`config.mk`:
```
export PLATFORM = sky130hd
export DESIGN_NAME = line_follow_marker_controller_core
export DESIGN_NICKNAME = d
export VERILOG_FILES = /design/src/rtl/core/lfmc_pkg.sv /design/src/rtl/core/line_follow_marker_controller_core.sv
export SDC_FILE = /design/constraint.sdc
export NUM_CORES = 1
export LEC_CHECK = 0
export BUFFER_PORTS_ARGS = -buffer_cell sky130_fd_sc_hd__buf_4
export CAP_MARGIN = 20
export CELL_PAD_IN_SITES_DETAIL_PLACEMENT = 0
export CELL_PAD_IN_SITES_GLOBAL_PLACEMENT = 1
export CORE_AREA = 2 2 127 129
export CTS_CLUSTER_SIZE = 25
export DETAILED_ROUTE_END_ITERATION = 10
export DIE_AREA = 0 0 129 131
export PLACE_DENSITY = 0.86
export SYNTH_ARGS = -nofsm -noshare
export SYNTH_HDL_FRONTEND = slang
export SYNTH_SLANG_ARGS = --single-unit
```
`constraint.sdc`:
```
create_clock -name clk -period 10.6 [get_ports clk]
set_input_delay 0.53 -clock clk [delete_from_list [all_inputs] [get_ports clk]]
set_output_delay 0.53 -clock clk [all_outputs]
set_load 0.05 [all_outputs]
```
`src/rtl/core/lfmc_pkg.sv`:
```
// Shared constants, types and helpers of the line follower marker controller.
package lfmc_pkg;

    localparam int unsigned SPEED_W = 8;
    localparam int unsigned TICK_W  = 8;
    localparam int unsigned COUNT_W = 16;

    localparam logic [SPEED_W-1:0] SPEED_MAX = 8'd150;

    localparam logic [TICK_W-1:0] START_WAIT_TICKS       = 8'd30;
    localparam logic [TICK_W-1:0] READ_HOLD_TICKS        = 8'd10;
    localparam logic [TICK_W-1:0] FIRST_RELEASE_TICKS    = 8'd35;
    localparam logic [TICK_W-1:0] GAP_TICKS              = 8'd35;
    localparam logic [TICK_W-1:0] JUNCTION_RELEASE_TICKS = 8'd70;
    localparam logic [TICK_W-1:0] SECOND_CONFIRM_TICKS   = 8'd1;
    localparam logic [TICK_W-1:0] BLINK_TICKS            = 8'd30;
    localparam logic [TICK_W-1:0] STOP_PAUSE_TICKS       = 8'd8;
    localparam logic [TICK_W-1:0] RUN_MAX                = 8'd255;

    // Stream layout: input tdata and output tdata widths.
    localparam int unsigned IN_TDATA_W  = 8;
    localparam int unsigned OUT_TDATA_W = 24;

    typedef enum logic [2:0] {
        REG_CRUISE_SPEED     = 3'd0,
        REG_BOOST_SPEED      = 3'd1,
        REG_STEER_FAST_SPEED = 3'd2,
        REG_STEER_SLOW_SPEED = 3'd3,
        REG_CREEP_SPEED      = 3'd4,
        REG_BOOST_TICKS      = 3'd5,
        REG_CONFIRM_TICKS    = 3'd6,
        REG_BIAS_TICKS       = 3'd7
    } cfg_index_t;

    typedef enum logic [8:0] {
        PH_START  = 9'b000000001,
        PH_FOLLOW = 9'b000000010,
        PH_HOLD   = 9'b000000100,
        PH_PAUSE  = 9'b000001000,
        PH_REL1   = 9'b000010000,
        PH_GAP    = 9'b000100000,
        PH_JREL   = 9'b001000000,
        PH_BIAS   = 9'b010000000,
        PH_DONE   = 9'b100000000
    } phase_t;

    typedef enum logic {
        KIND_WHEELS = 1'b0,
        KIND_BLINK  = 1'b1
    } cmd_kind_t;

    function automatic logic [SPEED_W-1:0] sat_speed(input logic [SPEED_W-1:0] v);
        sat_speed = (v > SPEED_MAX) ? SPEED_MAX : v;
    endfunction

endpackage

```
`src/rtl/core/line_follow_marker_controller_core.sv`:
```
// Top level of the two-sensor line follower controller with marker handling.
//
// Usage: one beat on the s_ channel is one sensor sample tick. Each sample
// yields zero or one motor command on the m_ channel: a wheel speed pair or,
// after the finish, an end-blink command (m_tuser high). Speeds are the
// configured register values saturated at 150, or zero in stops and blinks.
// Configuration: cfg_we with cfg_addr and cfg_data writes one register in the
// same cycle; write only while no sample is in flight.
// Pipeline: a taken sample beat is held in the input register; its command
// is then held in the result register.
// Throughput: one sample per cycle while the result register is not stalled;
// the decision logic between the input register and the result register is a
// single pass of small counters and the phase register.
// Reset: the registers take their defaults, the phase is start wait. The first
// sample after reset gives a stop command and the next 29 are ignored.
// Stall: while the result register holds a beat that is not taken, one more
// sample waits in the input register, then s_tready drops; nothing is lost.
module line_follow_marker_controller_core (
    input  logic                                clk,
    input  logic                                rst_n,
    // cfg
    input  logic                                cfg_we,
    input  logic [2:0]                          cfg_addr,
    input  logic [lfmc_pkg::SPEED_W-1:0]        cfg_data,
    // sample stream
    input  logic                                s_tvalid,
    output logic                                s_tready,
    // bit 0 left_black, bit 1 right_black, bit 2 read_ok, rest zero
    input  logic [lfmc_pkg::IN_TDATA_W-1:0]     s_tdata,
    // command stream
    output logic                                m_tvalid,
    input  logic                                m_tready,
    // bits 7:0 left_speed, 15:8 right_speed, bit 16 finished, rest zero
    output logic [lfmc_pkg::OUT_TDATA_W-1:0]    m_tdata,
    // bit 0 command_kind
    output logic                                m_tuser
);
    import lfmc_pkg::*;

    // Configuration registers.
    logic [SPEED_W-1:0] cruise_speed_reg, boost_speed_reg, steer_fast_reg, steer_slow_reg;
    logic [SPEED_W-1:0] creep_speed_reg;
    logic [TICK_W-1:0]  boost_ticks_reg, confirm_ticks_reg, bias_ticks_reg;

    // Input stage.
    logic in_valid_reg;
    logic in_lb_reg, in_rb_reg, in_ok_reg;

    // Controller state.
    phase_t               phase_reg, phase_next;
    logic [TICK_W-1:0]    phase_ticks_reg, phase_ticks_next;
    logic [TICK_W-1:0]    boost_count_reg, boost_count_next;
    logic [TICK_W-1:0]    black_run_reg, black_run_next;
    logic [COUNT_W-1:0]   marker_count_reg, marker_count_next;

    // Result register.
    logic                 out_valid_reg;
    logic                 out_kind_reg;
    logic [SPEED_W-1:0]   out_left_reg, out_right_reg;
    logic                 out_finished_reg;

    logic                 out_free, proc;
    logic                 emit;
    cmd_kind_t            emit_kind;
    logic [SPEED_W-1:0]   emit_left, emit_right;

    logic                 both;
    logic                 do_gap, do_bias;
    logic [TICK_W-1:0]    gap_run, gap_ticks, bias_base;
    logic [TICK_W:0]      ticks_inc;
    logic [TICK_W-1:0]    run_inc;
    logic [TICK_W-1:0]    need;

    assign out_free = !out_valid_reg || m_tready;
    assign proc     = in_valid_reg && out_free;
    assign s_tready = !in_valid_reg || out_free;
    assign both     = in_lb_reg && in_rb_reg;
    assign need     = (confirm_ticks_reg == '0) ? TICK_W'(1) : confirm_ticks_reg;

    always_comb
    begin
        phase_next        = phase_reg;
        phase_ticks_next  = phase_ticks_reg;
        boost_count_next  = boost_count_reg;
        black_run_next    = black_run_reg;
        marker_count_next = marker_count_reg;
        emit       = 1'b0;
        emit_kind  = KIND_WHEELS;
        emit_left  = '0;
        emit_right = '0;
        do_gap     = 1'b0;
        do_bias    = 1'b0;
        gap_run    = black_run_reg;
        gap_ticks  = phase_ticks_reg;
        bias_base  = phase_ticks_reg;
        ticks_inc  = {1'b0, phase_ticks_reg} + 9'd1;
        run_inc    = (black_run_reg < RUN_MAX) ? black_run_reg + 8'd1 : black_run_reg;

        unique case (phase_reg)
            PH_START:
            begin
                if (phase_ticks_reg == '0)
                begin
                    emit = 1'b1;
                end
                phase_ticks_next = ticks_inc[TICK_W-1:0];
                if (ticks_inc >= {1'b0, START_WAIT_TICKS})
                begin
                    phase_next       = PH_FOLLOW;
                    phase_ticks_next = '0;
                end
            end
            PH_FOLLOW:
            begin
                if (!in_ok_reg)
                begin
                    emit = 1'b1;
                    if (black_run_reg == '0)
                    begin
                        phase_next       = PH_HOLD;
                        phase_ticks_next = TICK_W'(1);
                    end
                    black_run_next = '0;
                end
                else if (both)
                begin
                    black_run_next = run_inc;
                    if (run_inc >= need)
                    begin
                        emit             = 1'b1;
                        black_run_next   = '0;
                        phase_ticks_next = '0;
                        phase_next       = (STOP_PAUSE_TICKS != '0) ? PH_PAUSE : PH_REL1;
                    end
                end
                else
                begin
                    black_run_next = '0;
                    emit           = 1'b1;
                    if (in_lb_reg)
                    begin
                        emit_left  = steer_slow_reg;
                        emit_right = steer_fast_reg;
                    end
                    else if (in_rb_reg)
                    begin
                        emit_left  = steer_fast_reg;
                        emit_right = steer_slow_reg;
                    end
                    else if (boost_count_reg < boost_ticks_reg)
                    begin
                        emit_left        = boost_speed_reg;
                        emit_right       = boost_speed_reg;
                        boost_count_next = boost_count_reg + 8'd1;
                    end
                    else
                    begin
                        emit_left  = cruise_speed_reg;
                        emit_right = cruise_speed_reg;
                    end
                end
            end
            PH_HOLD:
            begin
                phase_ticks_next = ticks_inc[TICK_W-1:0];
                if (ticks_inc >= {1'b0, READ_HOLD_TICKS})
                begin
                    phase_next       = PH_FOLLOW;
                    phase_ticks_next = '0;
                end
            end
            PH_PAUSE:
            begin
                phase_ticks_next = ticks_inc[TICK_W-1:0];
                if (ticks_inc >= {1'b0, STOP_PAUSE_TICKS})
                begin
                    phase_next       = PH_REL1;
                    phase_ticks_next = '0;
                end
            end
            PH_REL1:
            begin
                if (in_ok_reg && !both)
                begin
                    // The release sample also counts as the first gap tick.
                    phase_next = PH_GAP;
                    do_gap     = 1'b1;
                    gap_run    = '0;
                    gap_ticks  = '0;
                end
                else
                begin
                    emit             = 1'b1;
                    emit_left        = creep_speed_reg;
                    emit_right       = creep_speed_reg;
                    phase_ticks_next = ticks_inc[TICK_W-1:0];
                    if (ticks_inc >= {1'b0, FIRST_RELEASE_TICKS})
                    begin
                        marker_count_next = marker_count_reg + 16'd1;
                        phase_next        = PH_JREL;
                        phase_ticks_next  = '0;
                        black_run_next    = '0;
                    end
                end
            end
            PH_GAP:
            begin
                do_gap = 1'b1;
            end
            PH_JREL:
            begin
                if (in_ok_reg && !both)
                begin
                    do_bias   = 1'b1;
                    bias_base = '0;
                end
                else
                begin
                    emit             = 1'b1;
                    emit_left        = creep_speed_reg;
                    emit_right       = creep_speed_reg;
                    phase_ticks_next = ticks_inc[TICK_W-1:0];
                    if (ticks_inc >= {1'b0, JUNCTION_RELEASE_TICKS})
                    begin
                        phase_next       = PH_BIAS;
                        phase_ticks_next = '0;
                    end
                end
            end
            PH_BIAS:
            begin
                do_bias = 1'b1;
            end
            PH_DONE:
            begin
                if (phase_ticks_reg == '0)
                begin
                    emit      = 1'b1;
                    emit_kind = KIND_BLINK;
                end
                phase_ticks_next = ticks_inc[TICK_W-1:0];
                if (ticks_inc >= {1'b0, BLINK_TICKS})
                begin
                    phase_ticks_next = '0;
                end
            end
            default:
            begin
                phase_next       = PH_FOLLOW;
                phase_ticks_next = '0;
            end
        endcase

        if (do_gap)
        begin
            black_run_next = '0;
            if (in_ok_reg && both)
            begin
                black_run_next = (gap_run < RUN_MAX) ? gap_run + 8'd1 : gap_run;
            end
            emit = 1'b1;
            if (in_ok_reg && both && black_run_next >= SECOND_CONFIRM_TICKS)
            begin
                phase_next       = PH_DONE;
                phase_ticks_next = '0;
                black_run_next   = '0;
            end
            else
            begin
                emit_left        = creep_speed_reg;
                emit_right       = creep_speed_reg;
                phase_ticks_next = gap_ticks + 8'd1;
                if (({1'b0, gap_ticks} + 9'd1) >= {1'b0, GAP_TICKS})
                begin
                    marker_count_next = marker_count_reg + 16'd1;
                    phase_next        = PH_JREL;
                    phase_ticks_next  = '0;
                    black_run_next    = '0;
                end
            end
        end

        if (do_bias)
        begin
            emit = 1'b1;
            // Odd junction counts bias to the left, even ones to the right.
            if (marker_count_reg[0])
            begin
                emit_left  = steer_slow_reg;
                emit_right = steer_fast_reg;
            end
            else
            begin
                emit_left  = steer_fast_reg;
                emit_right = steer_slow_reg;
            end
            phase_next       = PH_BIAS;
            phase_ticks_next = bias_base + 8'd1;
            if (({1'b0, bias_base} + 9'd1) >= {1'b0, bias_ticks_reg})
            begin
                phase_next       = PH_FOLLOW;
                phase_ticks_next = '0;
                boost_count_next = '0;
                black_run_next   = '0;
            end
        end
    end

    always_ff @(posedge clk or negedge rst_n)
    begin
        if (!rst_n)
        begin
            cruise_speed_reg  <= 8'd125;
            boost_speed_reg   <= 8'd135;
            steer_fast_reg    <= 8'd145;
            steer_slow_reg    <= 8'd55;
            creep_speed_reg   <= 8'd80;
            boost_ticks_reg   <= 8'd25;
            confirm_ticks_reg <= 8'd5;
            bias_ticks_reg    <= 8'd26;
        end
        else if (cfg_we)
        begin
            unique case (cfg_index_t'(cfg_addr))
                REG_CRUISE_SPEED:     cruise_speed_reg  <= cfg_data;
                REG_BOOST_SPEED:      boost_speed_reg   <= cfg_data;
                REG_STEER_FAST_SPEED: steer_fast_reg    <= cfg_data;
                REG_STEER_SLOW_SPEED: steer_slow_reg    <= cfg_data;
                REG_CREEP_SPEED:      creep_speed_reg   <= cfg_data;
                REG_BOOST_TICKS:      boost_ticks_reg   <= cfg_data;
                REG_CONFIRM_TICKS:    confirm_ticks_reg <= cfg_data;
                REG_BIAS_TICKS:       bias_ticks_reg    <= cfg_data;
                default:              cruise_speed_reg  <= cruise_speed_reg;
            endcase
        end
    end

    always_ff @(posedge clk or negedge rst_n)
    begin
        if (!rst_n)
        begin
            in_valid_reg     <= 1'b0;
            out_valid_reg    <= 1'b0;
            phase_reg        <= PH_START;
            phase_ticks_reg  <= '0;
            boost_count_reg  <= '0;
            black_run_reg    <= '0;
            marker_count_reg <= '0;
        end
        else
        begin
            if (s_tready)
            begin
                in_valid_reg <= s_tvalid;
            end
            if (proc)
            begin
                phase_reg        <= phase_next;
                phase_ticks_reg  <= phase_ticks_next;
                boost_count_reg  <= boost_count_next;
                black_run_reg    <= black_run_next;
                marker_count_reg <= marker_count_next;
            end
            if (proc && emit)
            begin
                out_valid_reg <= 1'b1;
            end
            else if (m_tready)
            begin
                out_valid_reg <= 1'b0;
            end
        end
    end

    // Payload registers carry no reset.
    always_ff @(posedge clk)
    begin
        if (s_tvalid && s_tready)
        begin
            in_lb_reg <= s_tdata[0];
            in_rb_reg <= s_tdata[1];
            in_ok_reg <= s_tdata[2];
        end
        if (proc && emit)
        begin
            out_kind_reg     <= emit_kind;
            out_left_reg     <= (emit_kind == KIND_BLINK) ? '0 : sat_speed(emit_left);
            out_right_reg    <= (emit_kind == KIND_BLINK) ? '0 : sat_speed(emit_right);
            out_finished_reg <= (phase_next == PH_DONE);
        end
    end

    assign m_tvalid = out_valid_reg;
    assign m_tuser  = out_kind_reg;
    assign m_tdata  = {7'd0, out_finished_reg, out_right_reg, out_left_reg};

endmodule

```
* Word-level counts from Yosys, hierarchy flattened
Index checks and enable logic that the tools add are counted.
** Storage, ports and cells
- Register bits after elaboration :: 136
- Output and inout bits :: 27
- Word-level logic and storage cells :: 207
** Operators by class
- Add/sub/neg operators :: 9
- Order comparisons :: 14
- Equal/unequal tests :: 23
- Mux-type cells :: 105
- Reduce and logical (&&, ||, !) cells :: 32
** Operators by type and width (number)
- 8-bit 2-to-1 mux :: 65
- 9-bit 2-to-1 mux :: 15
- 16-bit 2-to-1 mux :: 6
- 9-bit case mux with 7 select lines :: 1
- 8-bit case mux with 7 select lines :: 1
- 8-bit case mux with 2 select lines :: 3
- 8-bit by 1-bit adder with 8-bit output, second input constant :: 5
- 8-bit by 1-bit adder with 9-bit output, second input constant :: 3
- 8-bit zero test :: 3
- 9-bit == test, second input constant :: 2
- 9-bit by 4-bit greater-or-equal comparator with 1-bit output, second input constant :: 2
- 9-bit by 6-bit greater-or-equal comparator with 1-bit output, second input constant :: 2
- 16-bit by 1-bit adder with 16-bit output, second input constant :: 1
- 8-bit > comparator, second input constant :: 2
- 8-bit less-than comparator, second input constant :: 2
- 2-bit AND reduction :: 8
- 5-bit != test, second input constant :: 3
- 3-bit == test, second input constant :: 4
- 1-bit 2-to-1 mux :: 11
- 2-bit OR reduction :: 5
- 9-bit by 1-bit == test with 1-bit output, second input constant :: 1
- 9-bit by 2-bit == test with 1-bit output, second input constant :: 1
- 9-bit by 3-bit == test with 1-bit output, second input constant :: 1
- 9-bit by 4-bit == test with 1-bit output, second input constant :: 1
- other kinds (23) :: 35

* Longest topological paths before layout
Gate-level depths: netlist (run 1).
- Word-level depth :: 16
- Depth in mapped cells :: 19
- Depth with buffers taken out :: 19

* Least setup slack after synthesis (run 1)
OpenSTA, ideal clock, no wires.
- Path type :: register to register
- Start point :: register phase_reg[3]
- End point :: register phase_ticks_reg[7]
- Setup time :: 66 ps
- Data arrival time :: 3631 ps
- Data required time :: 10534 ps
- Slack :: 6903 ps
- Cell stages (with the launch flop) :: 16
- Clock period less this slack :: 3697 ps
- Cells stage by stage :: dfrtp_1 > nor4_4 > and2_1 > nand2_1 > nor3_1 > nor2_1 > ha_1 > ha_1 > a21o_1 > a21o_1 > a21oi_1 > o22ai_1 > o21ai_0 > nor4b_1 > and3_1 > a22o_1
** On the way
- Cells in the longest elaborated chain, start to end :: 11
- Elaborated cells on any way between the ends :: 42
** RTL lines
- start, declared :: RTL line line_follow_marker_controller_core.sv:50 : phase_t phase_reg, phase_next;
- start signal, assigned :: RTL line line_follow_marker_controller_core.sv:358 : phase_reg <= phase_next;
- 9-bit by 5-bit == test with 1-bit output :: RTL line line_follow_marker_controller_core.sv:99 : unique case (phase_reg)
- 8-bit 2-to-1 mux :: RTL line line_follow_marker_controller_core.sv:99
- 8-bit by 1-bit adder with 8-bit output / 8-bit less-than comparator (equally long branches) :: RTL line line_follow_marker_controller_core.sv:259 : black_run_next = (gap_run < RUN_MAX) ? gap_run + 8'd1 : gap_run;
- 8-bit 2-to-1 mux :: RTL line line_follow_marker_controller_core.sv:259
- 8-bit 2-to-1 mux :: RTL line line_follow_marker_controller_core.sv:257 : if (in_ok_reg && both)
- 8-bit 2-to-1 mux :: RTL line line_follow_marker_controller_core.sv:254 : if (do_gap)
- 8-bit by 1-bit greater-or-equal comparator with 1-bit output :: RTL line line_follow_marker_controller_core.sv:262 : if (in_ok_reg && both && black_run_next >= SECOND_CONFIRM_TICKS)
- 1-bit logical AND :: RTL line line_follow_marker_controller_core.sv:262
- 8-bit 2-to-1 mux :: RTL line line_follow_marker_controller_core.sv:262
- 8-bit 2-to-1 mux :: RTL line line_follow_marker_controller_core.sv:254
- 8-bit 2-to-1 mux :: RTL line line_follow_marker_controller_core.sv:283 : if (do_bias)
- end signal, assigned :: RTL line line_follow_marker_controller_core.sv:359 : phase_ticks_reg <= phase_ticks_next;
- end, declared :: RTL line line_follow_marker_controller_core.sv:51 : logic [TICK_W-1:0] phase_ticks_reg, phase_ticks_next;
Several ways; a longest one is shown, not always the timed one. The select of a mux whose other input is x is not followed.
A chain may end at the register's enable or synchronous reset.

* Worst setup path after layout (run 1)
- Start point :: register phase_reg[3]
- End point :: register phase_ticks_reg[5]
The elaborated chain is that of the path after synthesis.

==> results of run 1 <==
[per-layer routing]
layer  wire, µm  part of all wire
met1       9370              0.45
met2      10000              0.48
met3       1080             0.052
met4        339             0.016
met5          0                 0
[cells by family after synthesis]
family | Yosys count | synth area share
AND/OR/NAND/NOR | 275 | 0.185
XOR/XNOR | 21 | 0.0231
multiplexers | 74 | 0.103
buffers and inverters | 96 | 0.0548
other | 1 | 0.000472
flip-flops | 121 | 0.399
adder cells (fa/ha/maj) | 34 | 0.0535
AO/OA/AOI/OAI | 197 | 0.181
[Yosys cell counts (all sizes together) (10+ instances only)]
| master | n |
|---|---|
| a21oi | 32 |
| a22o | 12 |
| a22oi | 10 |
| a31oi | 11 |
| and2 | 14 |
| and3 | 14 |
| buf | 28 |
| clkbuf | 22 |
| dfrtp | 71 |
| dfstp | 29 |
| edfxtp | 21 |
| ha | 34 |
| inv | 46 |
| mux2 | 62 |
| mux2i | 12 |
| nand2 | 74 |
| nand2b | 18 |
| nand3 | 22 |
| nand4 | 11 |
| nor2 | 56 |
| nor3 | 20 |
| o21ai | 41 |
| xnor2 | 13 |
[power by group through the flow]
stage	clock [W]	combinational (W)	sequential, W
2_1_floorplan	0	0.000439	0.000725
3_3_place_gp	0	0.000639	0.000689
3_5_place_dp	0	0.000653	0.000696
4_1_cts	0.000586	0.000659	0.000689
5_1_grt	0.000606	0.000726	0.000705
6_report	0.000579	0.000662	0.000691
[stage by stage]
stage,total power [W],cells
2_1_floorplan,0.00116,825
3_3_place_gp,0.00133,1034
3_5_place_dp,0.00135,1036
4_1_cts,0.00193,1068
5_1_grt,0.00204,1069
6_report,0.00193,1069
[placed cells by master, fill, tap and decap left out, types with 8 or more instances in the layout]
cell type,count
mux2_2,62
a22o_1,12
ha_1,34
nand3_1,21
o21a_1,9
nand4_1,10
dfstp_2,29
xnor2_1,13
a21o_1,8
nor2_1,56
nor3_1,19
nand2_1,74
buf_4,44
and3_1,14
mux2i_1,12
xor2_1,8
o21ai_0,38
nand2b_1,18
edfxtp_1,21
a22oi_1,10
a211oi_1,8
dfrtp_1,71
and2_1,13
clkbuf_16,19
a21oi_1,32
a31oi_1,11
inv_1,46
[layout make-up]
type / instances / area (µm²)
fillers: 1349 / 6670
multi-input cells: 608 / 4370
flip-flops and latches: 121 / 3170
clock buffers: 23 / 510
repair buffers: 46 / 348
well taps: 216 / 270
inverters: 46 / 173
clock inverters: 9 / 86.3
[worst max path at each step]
stage / to / slack, ns
2_1_floorplan: phase_ticks_reg[7] / 6.90
3_3_place_gp: phase_ticks_reg[5] / 5.93
3_5_place_dp: phase_ticks_reg[5] / 5.78
4_1_cts: phase_ticks_reg[5] / 5.79
5_1_grt: phase_ticks_reg[5] / 5.16
6_report: phase_ticks_reg[5] / 5.67
==> reports/metrics.csv, run 1 <==
stage;metric;value;unit
route;drt pass-1 iters;5;
global_route;met2 usage;0.410;
global_route;GR peak layer;met2;
clock_tree;CTS sink cnt;121;
sta;Final Skew;0.0185;ns
pwr;Pint;0.00121;W
route;DRC;0;
run_status;status;finished clean;
placed_design;dpl ws;5.78;ns
sta;hold violation count in the final report;0;
sta;Peak Freq;0.203;GHz
sta;Rel. slew slack;0.413;
clock_tree;CTS tree;done;
sta;worst hold slack;0.0962;ns
synthesis;post-synthesis async set-or-reset flop share;0.826;
worst_setup_path;CP cell instances;nor4_4 -> and2_1 -> nand2_1 -> nor3_1 -> nor2_1 -> ha_1 -> xnor2_1 -> ha_1 -> a21o_1 -> a21oi_1 -> o22ai_1 -> o21ai_0 -> nor4b_1 -> nor3_1 -> o31ai_1;
die;die area;16900;µm²
pwr;leak pwr;3.81;nW
die;die width;129;µm
die;Initial Utilization;0.510;
worst_setup_path;Setup crit start;phase_reg[3];
placed_design;dpl cell area;8320;µm²
worst_setup_path;Worst EP required;10.92;ns
worst_setup_path;reg2reg setup slack;5.67;ns
synthesis;top-area cell type share of the netlist area;0.223;
sta;Final Cycle Share;0.465;
final_layout;number of flip-flops in the largest register;9;
synthesis;YS warnings;0;
sta;pin slew with the least headroom to its limit;0.873;ns
global_route;GRT overflow;0;
pwr;clock share of power;0.300;
clock_tree;clock root buffer;clkbuf_16;
pwr;sequential share of power;0.358;
sta;Slew Limit Fails;0;
synthesis;synthesized cell area;7950;µm²
synthesis;average size of a mapped cell;9.71;µm²
global_route;GR Layer Usage met3;0.0489;
pwr;switching power;0.000721;W
final_layout;ANT cells;0;
die;Top Ports;51;
pwr;Sw Share;0.373;
placed_design;dpl hpwl;15.1;mm
die;Die Height;131;µm
global_route;largest net degree at the start of global routing;65;
worst_setup_path;Levels on crit path;15;
worst_setup_path;CP startpoint kind;register;
worst_setup_path;CP delay by family, top;simple AND/OR/NAND/NOR gates;
sta;post-route setup TNS;0;ns
synthesis;Synth Register Bits;121;
clock_tree;H-tree depth;4;
sta;# setup viols final;0;
synthesis;EDFF count, synth;21;
global_route;met1 Track Usage GR;0.352;
worst_setup_path;WP buf/inv;0;
route;antenna-violating nets left;0;
synthesis;sequential area share after synthesis;0.399;
worst_setup_path;CP peak stage delay;0.68;ns
placed_design;I/O Buffers;38;
worst_setup_path;Worst Path Arrival;5.24;ns
final_layout;Finished Cell Area;8930;µm²
clock_tree;TritonCTS Buffers;17;
route;via count;6597;
global_route;GRT Overall Usage;0.256;
global_route;vias in the first global route;6275;
pwr;Combinational Power Share;0.343;
route;drt via density;6.17;
die;# rows;46;
synthesis;Post-Syn Instances;819;
worst_setup_path;Setup crit end kind;register;
worst_setup_path;Slowest-stage cell, CP;nor3_1;
sta;RSZ-0062 raised after global routing;no;
route;routed wire length;20.8;mm
worst_setup_path;origin of the critical flop-to-flop path;phase_reg[3];
hold_path;HP Class;input pin to asynchronous set/reset pin;
pwr;Power per Cell Area;216;nW/µm²
job;maximum capacitance violations;0;
synthesis;Top FF cell, synth;dfrtp_1;
final_layout;Layout Area Growth over Synthesis;12.3;%
route;DR iter-0 viols;558;
clock_tree;hold-fix buffers at CTS;0;
placed_design;RePlAce Congestion;0.891;
final_layout;final net count;898;
sta;post-layout minimum cycle time;4.93;ns
clock_tree;clk buf depth;2;
die;Core Area;15600;µm²
synthesis;Synth area leaders;dfrtp_1, dfstp_2, mux2_2, edfxtp_1, ha_1;
clock_tree;clk slew on worst S/H paths;0.06;ns
sta;min setup slack post-route;5.67;ns
clock_tree;Skew-Pair Late Insertion Delay;0.43;ns
worst_setup_path;CP Class;register to register;
final_layout;layout cells sized above 1;0.220;
final_layout;fin util;0.572;
synthesis;Unique masters post-synth;82;
synthesis;Synth area leader;dfrtp_1;
pwr;Peak VDD IR;0.131;mV
clock_tree;CTS resizes;0;
global_route;antenna violations before repair;0;
route;routed length per instance;19.5;µm
worst_setup_path;worst-path fanout max;7;
clock_tree;postcts setup bufs;0;
worst_setup_path;FF-to-FF path depth;15;
global_route;first-pass GRT wire length;33.4;mm
worst_setup_path;r2r endpoint;phase_ticks_reg[5];
(Power assumes the default switching activity.)
==> run 2: changes to the inputs <==
--- a/config.mk
+++ b/config.mk
@@ -9,11 +9,11 @@
 export CAP_MARGIN = 20
 export CELL_PAD_IN_SITES_DETAIL_PLACEMENT = 0
 export CELL_PAD_IN_SITES_GLOBAL_PLACEMENT = 1
-export CORE_AREA = 2 2 127 129
+export CORE_AREA = 2 2 138 140
 export CTS_CLUSTER_SIZE = 25
 export DETAILED_ROUTE_END_ITERATION = 10
-export DIE_AREA = 0 0 129 131
-export PLACE_DENSITY = 0.86
+export DIE_AREA = 0 0 140 142
+export PLACE_DENSITY = 0.77
 export SYNTH_ARGS = -nofsm -noshare
 export SYNTH_HDL_FRONTEND = slang
 export SYNTH_SLANG_ARGS = --single-unit
==> constraint.sdc (replaced) <==
create_clock -name clk -period 4.5 [get_ports clk]
set_input_delay 0.225 -clock clk [delete_from_list [all_inputs] [get_ports clk]]
set_output_delay 0.225 -clock clk [all_outputs]
set_load 0.05 [all_outputs]
==> reports/metrics.csv, run 2 (synthesized netlist as in run 1, its figures left out) <==
stage;metric;value;unit;change
route;routed wire length;20.8;mm;+0.15%
worst_setup_path;Setup crit start;phase_reg[3];;
route;DRC;4;;+4
run_status;failing checks;design-rule violations;;
final_layout;Layout Area Growth over Synthesis;14.4;%;
hold_path;HP Class;input pin to register;;
global_route;met2 usage;0.328;;-0.0817
global_route;GR peak layer;met2;;
job;maximum capacitance violations;0;;unchanged
clock_tree;CTS tree;done;;
route;DR iter-0 viols;492;;-12%
worst_setup_path;Setup crit end kind;register;;
final_layout;commonest non-fill, non-tap cells in the layout;nand2_1, dfrtp_1, mux2_2, buf_4, nor2_1;;
sta;min setup slack post-route;0.367;ns;-5.31 ns
global_route;first-pass GRT wire length;33.6;mm;+0.60%
clock_tree;Skew-Pair Late Insertion Delay;0.43;ns;about the same
sta;worst hold slack;0.0949;ns;-0.00124 ns
die;die width;140;µm;+8.5%
die;Initial Utilization;0.431;;-0.0790
sta;Final Cycle Share;0.919;;+0.454
die;die area;19900;µm²;+18%
global_route;GR Layer Usage met3;0.0451;;-0.00377
sta;pin slew with the least headroom to its limit;0.857;ns;-0.0166 ns
route;antenna-violating nets left;0;;unchanged
sta;Peak Freq;0.242;GHz;+19%
sta;hold violation count in the final report;0;;unchanged
final_layout;fin util;0.493;;-0.0793
global_route;largest net degree at the start of global routing;65;;unchanged
route;drt via density;5.75;;-6.8%
worst_setup_path;CP peak stage delay;0.47;ns;-0.21 ns
die;# rows;50;;+8.7%
worst_setup_path;Levels on crit path;16;;+1
sta;# setup viols final;0;;unchanged
placed_design;RePlAce Congestion;0.883;;-0.99%
worst_setup_path;Worst Path Arrival;4.31;ns;-0.93 ns
run_status;status;complete, but fails checks;;
clock_tree;TritonCTS Buffers;17;;unchanged
clock_tree;clk buf depth;2;;unchanged
sta;Rel. slew slack;0.429;;+0.0155
sta;Slew Limit Fails;0;;unchanged
worst_setup_path;Critical path destination;out_right_reg[3];;
worst_setup_path;CP Class;register to register;;
worst_setup_path;r2r endpoint;out_right_reg[3];;
clock_tree;postcts setup bufs;0;;unchanged
worst_setup_path;CP cell instances;nor4_4 -> buf_4 -> nand2_1 -> nor2_1 -> a21oi_1 -> ha_1 -> and3_1 -> a31oi_1 -> o22ai_1 -> o41ai_4 -> a21bo_2 -> nand2_1 -> a22oi_1 -> nor4b_2 -> o21ai_1 -> and4b_1;;
route;routed length per instance;18.9;µm;-3.1%
worst_setup_path;worst-path fanout max;12;;+5
die;Die Height;142;µm;+8.4%
sta;post-layout minimum cycle time;4.13;ns;-0.792 ns
die;Core Area;18500;µm²;+18%
placed_design;I/O Buffers;38;;unchanged
sta;post-route setup TNS;0;ns;unchanged
worst_setup_path;cell mode on critical path;nand2_1;;
clock_tree;clk slew on worst S/H paths;0.06;ns;about the same
pwr;leak pwr;3.91;nW;+2.6%
route;via count;6357;;-3.6%
global_route;GRT Overall Usage;0.216;;-0.0396
worst_setup_path;FF-to-FF path depth;16;;+1
final_layout;leading cell type in the layout, fill and taps excluded;nand2_1;;
global_route;GRT overflow;0;;unchanged
worst_setup_path;Worst EP required;4.68;ns;-6.24 ns
clock_tree;CTS sink cnt;121;;unchanged
final_layout;final net count;916;;+2.0%
worst_setup_path;origin of the critical flop-to-flop path;phase_reg[3];;
final_layout;number of flip-flops in the largest register;9;;unchanged
die;Top Ports;51;;unchanged
worst_setup_path;reg2reg setup slack;0.37;ns;-5.31 ns
sta;Final Skew;0.00759;ns;-0.0109 ns
placed_design;dpl ws;0.394;ns;-5.39 ns
worst_setup_path;CP delay by family, top;simple AND/OR/NAND/NOR gates;;
pwr;Peak VDD IR;0.350;mV;+170%
global_route;antenna violations before repair;0;;unchanged
clock_tree;H-tree depth;4;;unchanged
worst_setup_path;CP startpoint kind;register;;
placed_design;dpl hpwl;15.1;mm;-0.13%
sta;RSZ-0062 raised after global routing;no;;
global_route;vias in the first global route;6067;;-3.3%
final_layout;Filler Cell Count;1746;;+29%
clock_tree;clock root buffer;clkbuf_16;;
final_layout;ANT cells;0;;unchanged
pwr;overall power;0.00460;W;+140%
pwr;Power per Cell Area;505;nW/µm²;+130%
global_route;met1 Track Usage GR;0.318;;-0.0339
route;drt pass-1 iters;8;;+3
worst_setup_path;WP buf/inv;1;;+1
final_layout;layout cells sized above 1;0.233;;+0.0127
worst_setup_path;Slowest-stage cell, CP;dfrtp_1;;
[run 2: cell count changes in the layout (fill, tap and decap cells not counted), moves of 2 or more]
cell,previous run,this run
buf_4,44,58
inv_4,0,2
clkbuf_1,2,0
inv_6,1,4
dlygate4sd3_1,0,5
clkinvlp_4,2,0
[run 2: layout make-up]
type | count | area, µm² | share of cell area
Multi-Input combinational cell | 608 | 4380 | 0.481
Clock inverter | 11 | 105 | 0.0115
Tap cell | 234 | 293 | 0.0322
Clock buffer | 21 | 492 | 0.0540
Timing Repair Buffer | 64 | 490 | 0.0539
Inverter | 46 | 173 | 0.0190
Sequential cell | 121 | 3170 | 0.348
[run 2: per-layer routing]
metal / up-vias / share of wire
met5: - / 0
met4: 0 / 0.012
met2: 188 / 0.44
met3: 21 / 0.048
met1: 3065 / 0.50
li1: 3083 / -
[run 2: through the flow]
stage	area, µm²	instances
global route	9100	1105
detailed placement	8440	1067
global placement	8440	1067
floorplan	7980	825
CTS	9090	1104
finish	9100	1105
[run 2: report_power, final]
part	internal, W	switching, W	total (W)
Sequential	0.00140	0.000212	0.00162
Clock	0.000843	0.000538	0.00138
Combinational	0.000629	0.000972	0.00160
[run 2: worst min-delay path by stage]
stage / start / to / cells after the start
CTS: cfg_data[7] / steer_fast_reg[7] / 3
floorplan: rst_n / bias_ticks_reg[0] / 0
detailed placement: rst_n / creep_speed_reg[5] / 1
finish: cfg_data[7] / steer_fast_reg[7] / 3
global route: cfg_data[7] / boost_speed_reg[7] / 3
global placement: rst_n / creep_speed_reg[5] / 1
[run 2: worst min-delay path: stages]
cell and delay (ns):
buf_4 0.16, nand2_1 0.06, o21ai_0 0.07
[run 2: repair_timing]
| item | CTS | global route |
|---|---|---|
| hold buffers | 5 | 0 |
| setup endpoints to repair | 0 | 2 |
| gates resized for setup | 0 | 1 |
| endpoints found under the hold margin | 43 | 0 |
==> run 3: changes to the inputs <==
--- a/config.mk
+++ b/config.mk
@@ -5,15 +5,16 @@
 export SDC_FILE = /design/constraint.sdc
 export NUM_CORES = 1
 export LEC_CHECK = 0
+export ABC_AREA = 1
 export BUFFER_PORTS_ARGS = -buffer_cell sky130_fd_sc_hd__buf_4
 export CAP_MARGIN = 20
 export CELL_PAD_IN_SITES_DETAIL_PLACEMENT = 0
 export CELL_PAD_IN_SITES_GLOBAL_PLACEMENT = 1
-export CORE_AREA = 2 2 138 140
+export CORE_AREA = 2 2 145 147
 export CTS_CLUSTER_SIZE = 25
 export DETAILED_ROUTE_END_ITERATION = 10
-export DIE_AREA = 0 0 140 142
-export PLACE_DENSITY = 0.77
+export DIE_AREA = 0 0 147 149
+export PLACE_DENSITY_LB_ADDON = 0.1
 export SYNTH_ARGS = -nofsm -noshare
 export SYNTH_HDL_FRONTEND = slang
 export SYNTH_SLANG_ARGS = --single-unit
==> reports/metrics.csv, run 3 <==
stage;metric;value;unit;change
worst_setup_path;CP cell instances;ha_1 -> inv_1 -> nor3_1 -> nand2_1 -> nor2_1 -> nand3_1 -> o21ai_0 -> ha_1 -> a21oi_1 -> o21ai_0 -> nand2_1 -> o2111ai_1 -> nor2_1 -> o22ai_1 -> nor2_1 -> nand3_1 -> nand2_1 -> inv_1 -> buf_4;;
synthesis;YS warnings;0;;unchanged
clock_tree;Skew-Pair Late Insertion Delay;0.42;ns;about the same
pwr;Pint;0.00287;W;-0.12%
run_status;status;finished clean;;
worst_setup_path;worst-path fanout max;18;;+6
worst_setup_path;reg2reg setup slack;0.46;ns;+0.09 ns
die;Top Ports;51;;unchanged
die;Die Height;149;µm;+4.9%
die;# rows;53;;+6.0%
pwr;leak pwr;4.60;nW;+18%
worst_setup_path;Setup crit end kind;register;;
pwr;Power per Cell Area;549;nW/µm²;+8.6%
clock_tree;postcts setup bufs;0;;unchanged
sta;Final Skew;0.00949;ns;+0.00190 ns
pwr;Combinational Power Share;0.413;;+0.065
final_layout;commonest non-fill, non-tap cells in the layout;nand2_1, inv_1, o21ai_0, nor2_1, nand3_1;;
route;DR iter-0 viols;601;;+22%
sta;Peak Freq;0.247;GHz;+2.3%
synthesis;top-area cell type share of the netlist area;0.216;;-0.00751
die;die area;21900;µm²;+10%
sta;post-layout minimum cycle time;4.04;ns;-0.0917 ns
worst_setup_path;Slowest-stage cell, CP;dfrtp_1;;
worst_setup_path;WP buf/inv;3;;+2
route;routed length per instance;16.4;µm;-13%
pwr;switching power;0.00230;W;+33%
die;die width;147;µm;+5.0%
global_route;vias in the first global route;6913;;+14%
global_route;first-pass GRT wire length;38.7;mm;+15%
route;DRC;0;;-4
synthesis;Synth Register Bits;121;;unchanged
placed_design;RePlAce Congestion;0.830;;-6.0%
global_route;GRT Overall Usage;0.228;;+0.0119
worst_setup_path;origin of the critical flop-to-flop path;black_run_reg[0];;
synthesis;EDFF count, synth;21;;unchanged
sta;hold violation count in the final report;0;;unchanged
final_layout;leading cell type in the layout, fill and taps excluded;nand2_1;;
route;drt via density;5.11;;-11%
clock_tree;clock root buffer;clkbuf_16;;
route;routed wire length;24.2;mm;+16%
sta;RSZ-0062 raised after global routing;no;;
sta;pin slew with the least headroom to its limit;0.820;ns;-0.0364 ns
final_layout;layout cells sized above 1;0.134;;-0.0994
final_layout;final net count;1242;;+36%
pwr;clock share of power;0.260;;-0.040
die;Initial Utilization;0.400;;-0.0306
pwr;sequential share of power;0.327;;-0.024
clock_tree;CTS tree;done;;
final_layout;number of flip-flops in the largest register;9;;unchanged
sta;# setup viols final;0;;unchanged
global_route;antenna violations before repair;0;;unchanged
sta;Slew Limit Fails;0;;unchanged
worst_setup_path;FF-to-FF path depth;19;;+3
synthesis;synth cell count leaders;nand2_1, inv_1, o21ai_0, nor2_1, nand3_1;;
clock_tree;TritonCTS Buffers;17;;unchanged
synthesis;sequential area share after synthesis;0.385;;-0.0134
synthesis;Unique masters post-synth;55;;-33%
final_layout;ANT cells;0;;unchanged
placed_design;dpl hpwl;18.4;mm;+22%
pwr;Sw Share;0.444;;+0.0698
placed_design;I/O Buffers;38;;unchanged
worst_setup_path;CP delay by family, top;simple AND/OR/NAND/NOR gates;;
clock_tree;clk slew on worst S/H paths;0.06;ns;about the same
clock_tree;clk buf depth;2;;unchanged
worst_setup_path;CP startpoint kind;register;;
synthesis;average size of a mapped cell;7.21;µm²;-26%
worst_setup_path;Worst EP required;4.66;ns;-0.02 ns
worst_setup_path;CP peak stage delay;0.48;ns;about the same
sta;post-route setup TNS;0;ns;unchanged
hold_path;HP Class;input pin to register;;
worst_setup_path;Worst Path Arrival;4.20;ns;-0.11 ns
route;drt pass-1 iters;5;;-3
final_layout;fin util;0.458;;-0.0347
hold_path;Hold Path Depth;3;;unchanged
die;Core Area;20600;µm²;+11%
synthesis;Synth area leader;dfrtp_1;;
global_route;GRT overflow;0;;unchanged
global_route;largest net degree at the start of global routing;59;;-9.2%
worst_setup_path;Levels on crit path;19;;+3
synthesis;synthesized cell area;8230;µm²;+3.5%
sta;Final Cycle Share;0.898;;-0.0204
clock_tree;H-tree depth;4;;unchanged
synthesis;post-synthesis async set-or-reset flop share;0.826;;unchanged
worst_setup_path;r2r endpoint;out_finished_reg;;
sta;Rel. slew slack;0.453;;+0.0243
hold_path;Hold Path End;in_valid_reg;;
clock_tree;CTS sink cnt;121;;unchanged
synthesis;Synth area leaders;dfrtp_1, nand2_1, dfstp_2, edfxtp_1, inv_1;;
synthesis;Post-Syn Instances;1141;;+39%
synthesis;Top FF cell, synth;dfrtp_1;;
route;via count;7516;;+18%
synthesis;most common cell in the netlist;nand2_1;;
pwr;Peak VDD IR;0.297;mV;-15%
final_layout;Layout Area Growth over Synthesis;14.5;%;about the same
worst_setup_path;CP Class;register to register;;
job;maximum capacitance violations;0;;unchanged
hold_path;Worst Min Path Start;s_tvalid;;
route;antenna-violating nets left;0;;unchanged
run 3: worst min-delay path, delay by kind of cell:
family,cells,cell delay [ns]
simple gates,2,0.10
buf+inv,1,0.07
run 3: how the worst max path moves through the flow:
stage,start,to,slack [ns]
2_1_floorplan,phase_reg[1],phase_ticks_reg[2],1.11
3_5_place_dp,phase_reg[1],black_run_reg[3],0.35
3_3_place_gp,phase_reg[1],black_run_reg[0],0.42
4_1_cts,phase_reg[1],black_run_reg[2],0.32
5_1_grt,phase_reg[1],black_run_reg[2],0.11
6_report,black_run_reg[0],out_finished_reg,0.46
run 3: layout make-up:
cell class,count,area [µm²]
Fill cell,2185,11100
Multi-Input combinational cell,811,4230
Sequential cell,121,3170
Inverter,175,662
Timing Repair Buffer,58,445
Clock buffer,17,425
Tap cell,275,344
Clock inverter,15,145
run 3: power by group through the flow:
stage               sequential [W]  combinational, W  clock [W]
floorplan                  0.00169           0.00152          0
global placement           0.00170           0.00211          0
detailed placement         0.00171           0.00212          0
CTS                        0.00169           0.00214    0.00137
global route               0.00174           0.00244    0.00141
finish                     0.00169           0.00214    0.00134
run 3: kinds of logic after synthesis:
kind of cell    share of synthesized area
fa+ha+maj                          0.0517
compound gates                      0.161
flops                               0.385
other cells                      0.000456
buf+inv                             0.105
xor+xnor                           0.0149
simple gates                        0.281
mux                               0.00122
run 3: through the flow:
step | total power (W) | hold slack [ns] | cells | worst slack [ns] | cell area (µm²)
4_1_cts | 0.00519 | 0.0170 | 1472 | 0.318 | 9410
5_1_grt | 0.00558 | 0.0377 | 1472 | 0.105 | 9420
2_1_floorplan | 0.00321 | -0.0706 | 1147 | 1.11 | 8250
6_report | 0.00517 | 0.0207 | 1472 | 0.458 | 9420
3_5_place_dp | 0.00383 | 0.287 | 1436 | 0.349 | 8800
3_3_place_gp | 0.00382 | 0.286 | 1436 | 0.424 | 8800
run 3: routing by layer:
metal / global-route usage / up-vias / routed length (µm)
li1: - / 3849 / -
met1: 0.343 / 3469 / 12600
met2: 0.344 / 172 / 10200
met3: 0.0321 / 26 / 968
met4: 0.0630 / 0 / 420
met5: 0 / - / 0
run 3: timing repair:
item                       4_1_cts  5_1_grt
hold endpoints to repair        39        0
resized for setup                0        3
setup endpoints to repair        0       12
hold buffers                     4        0
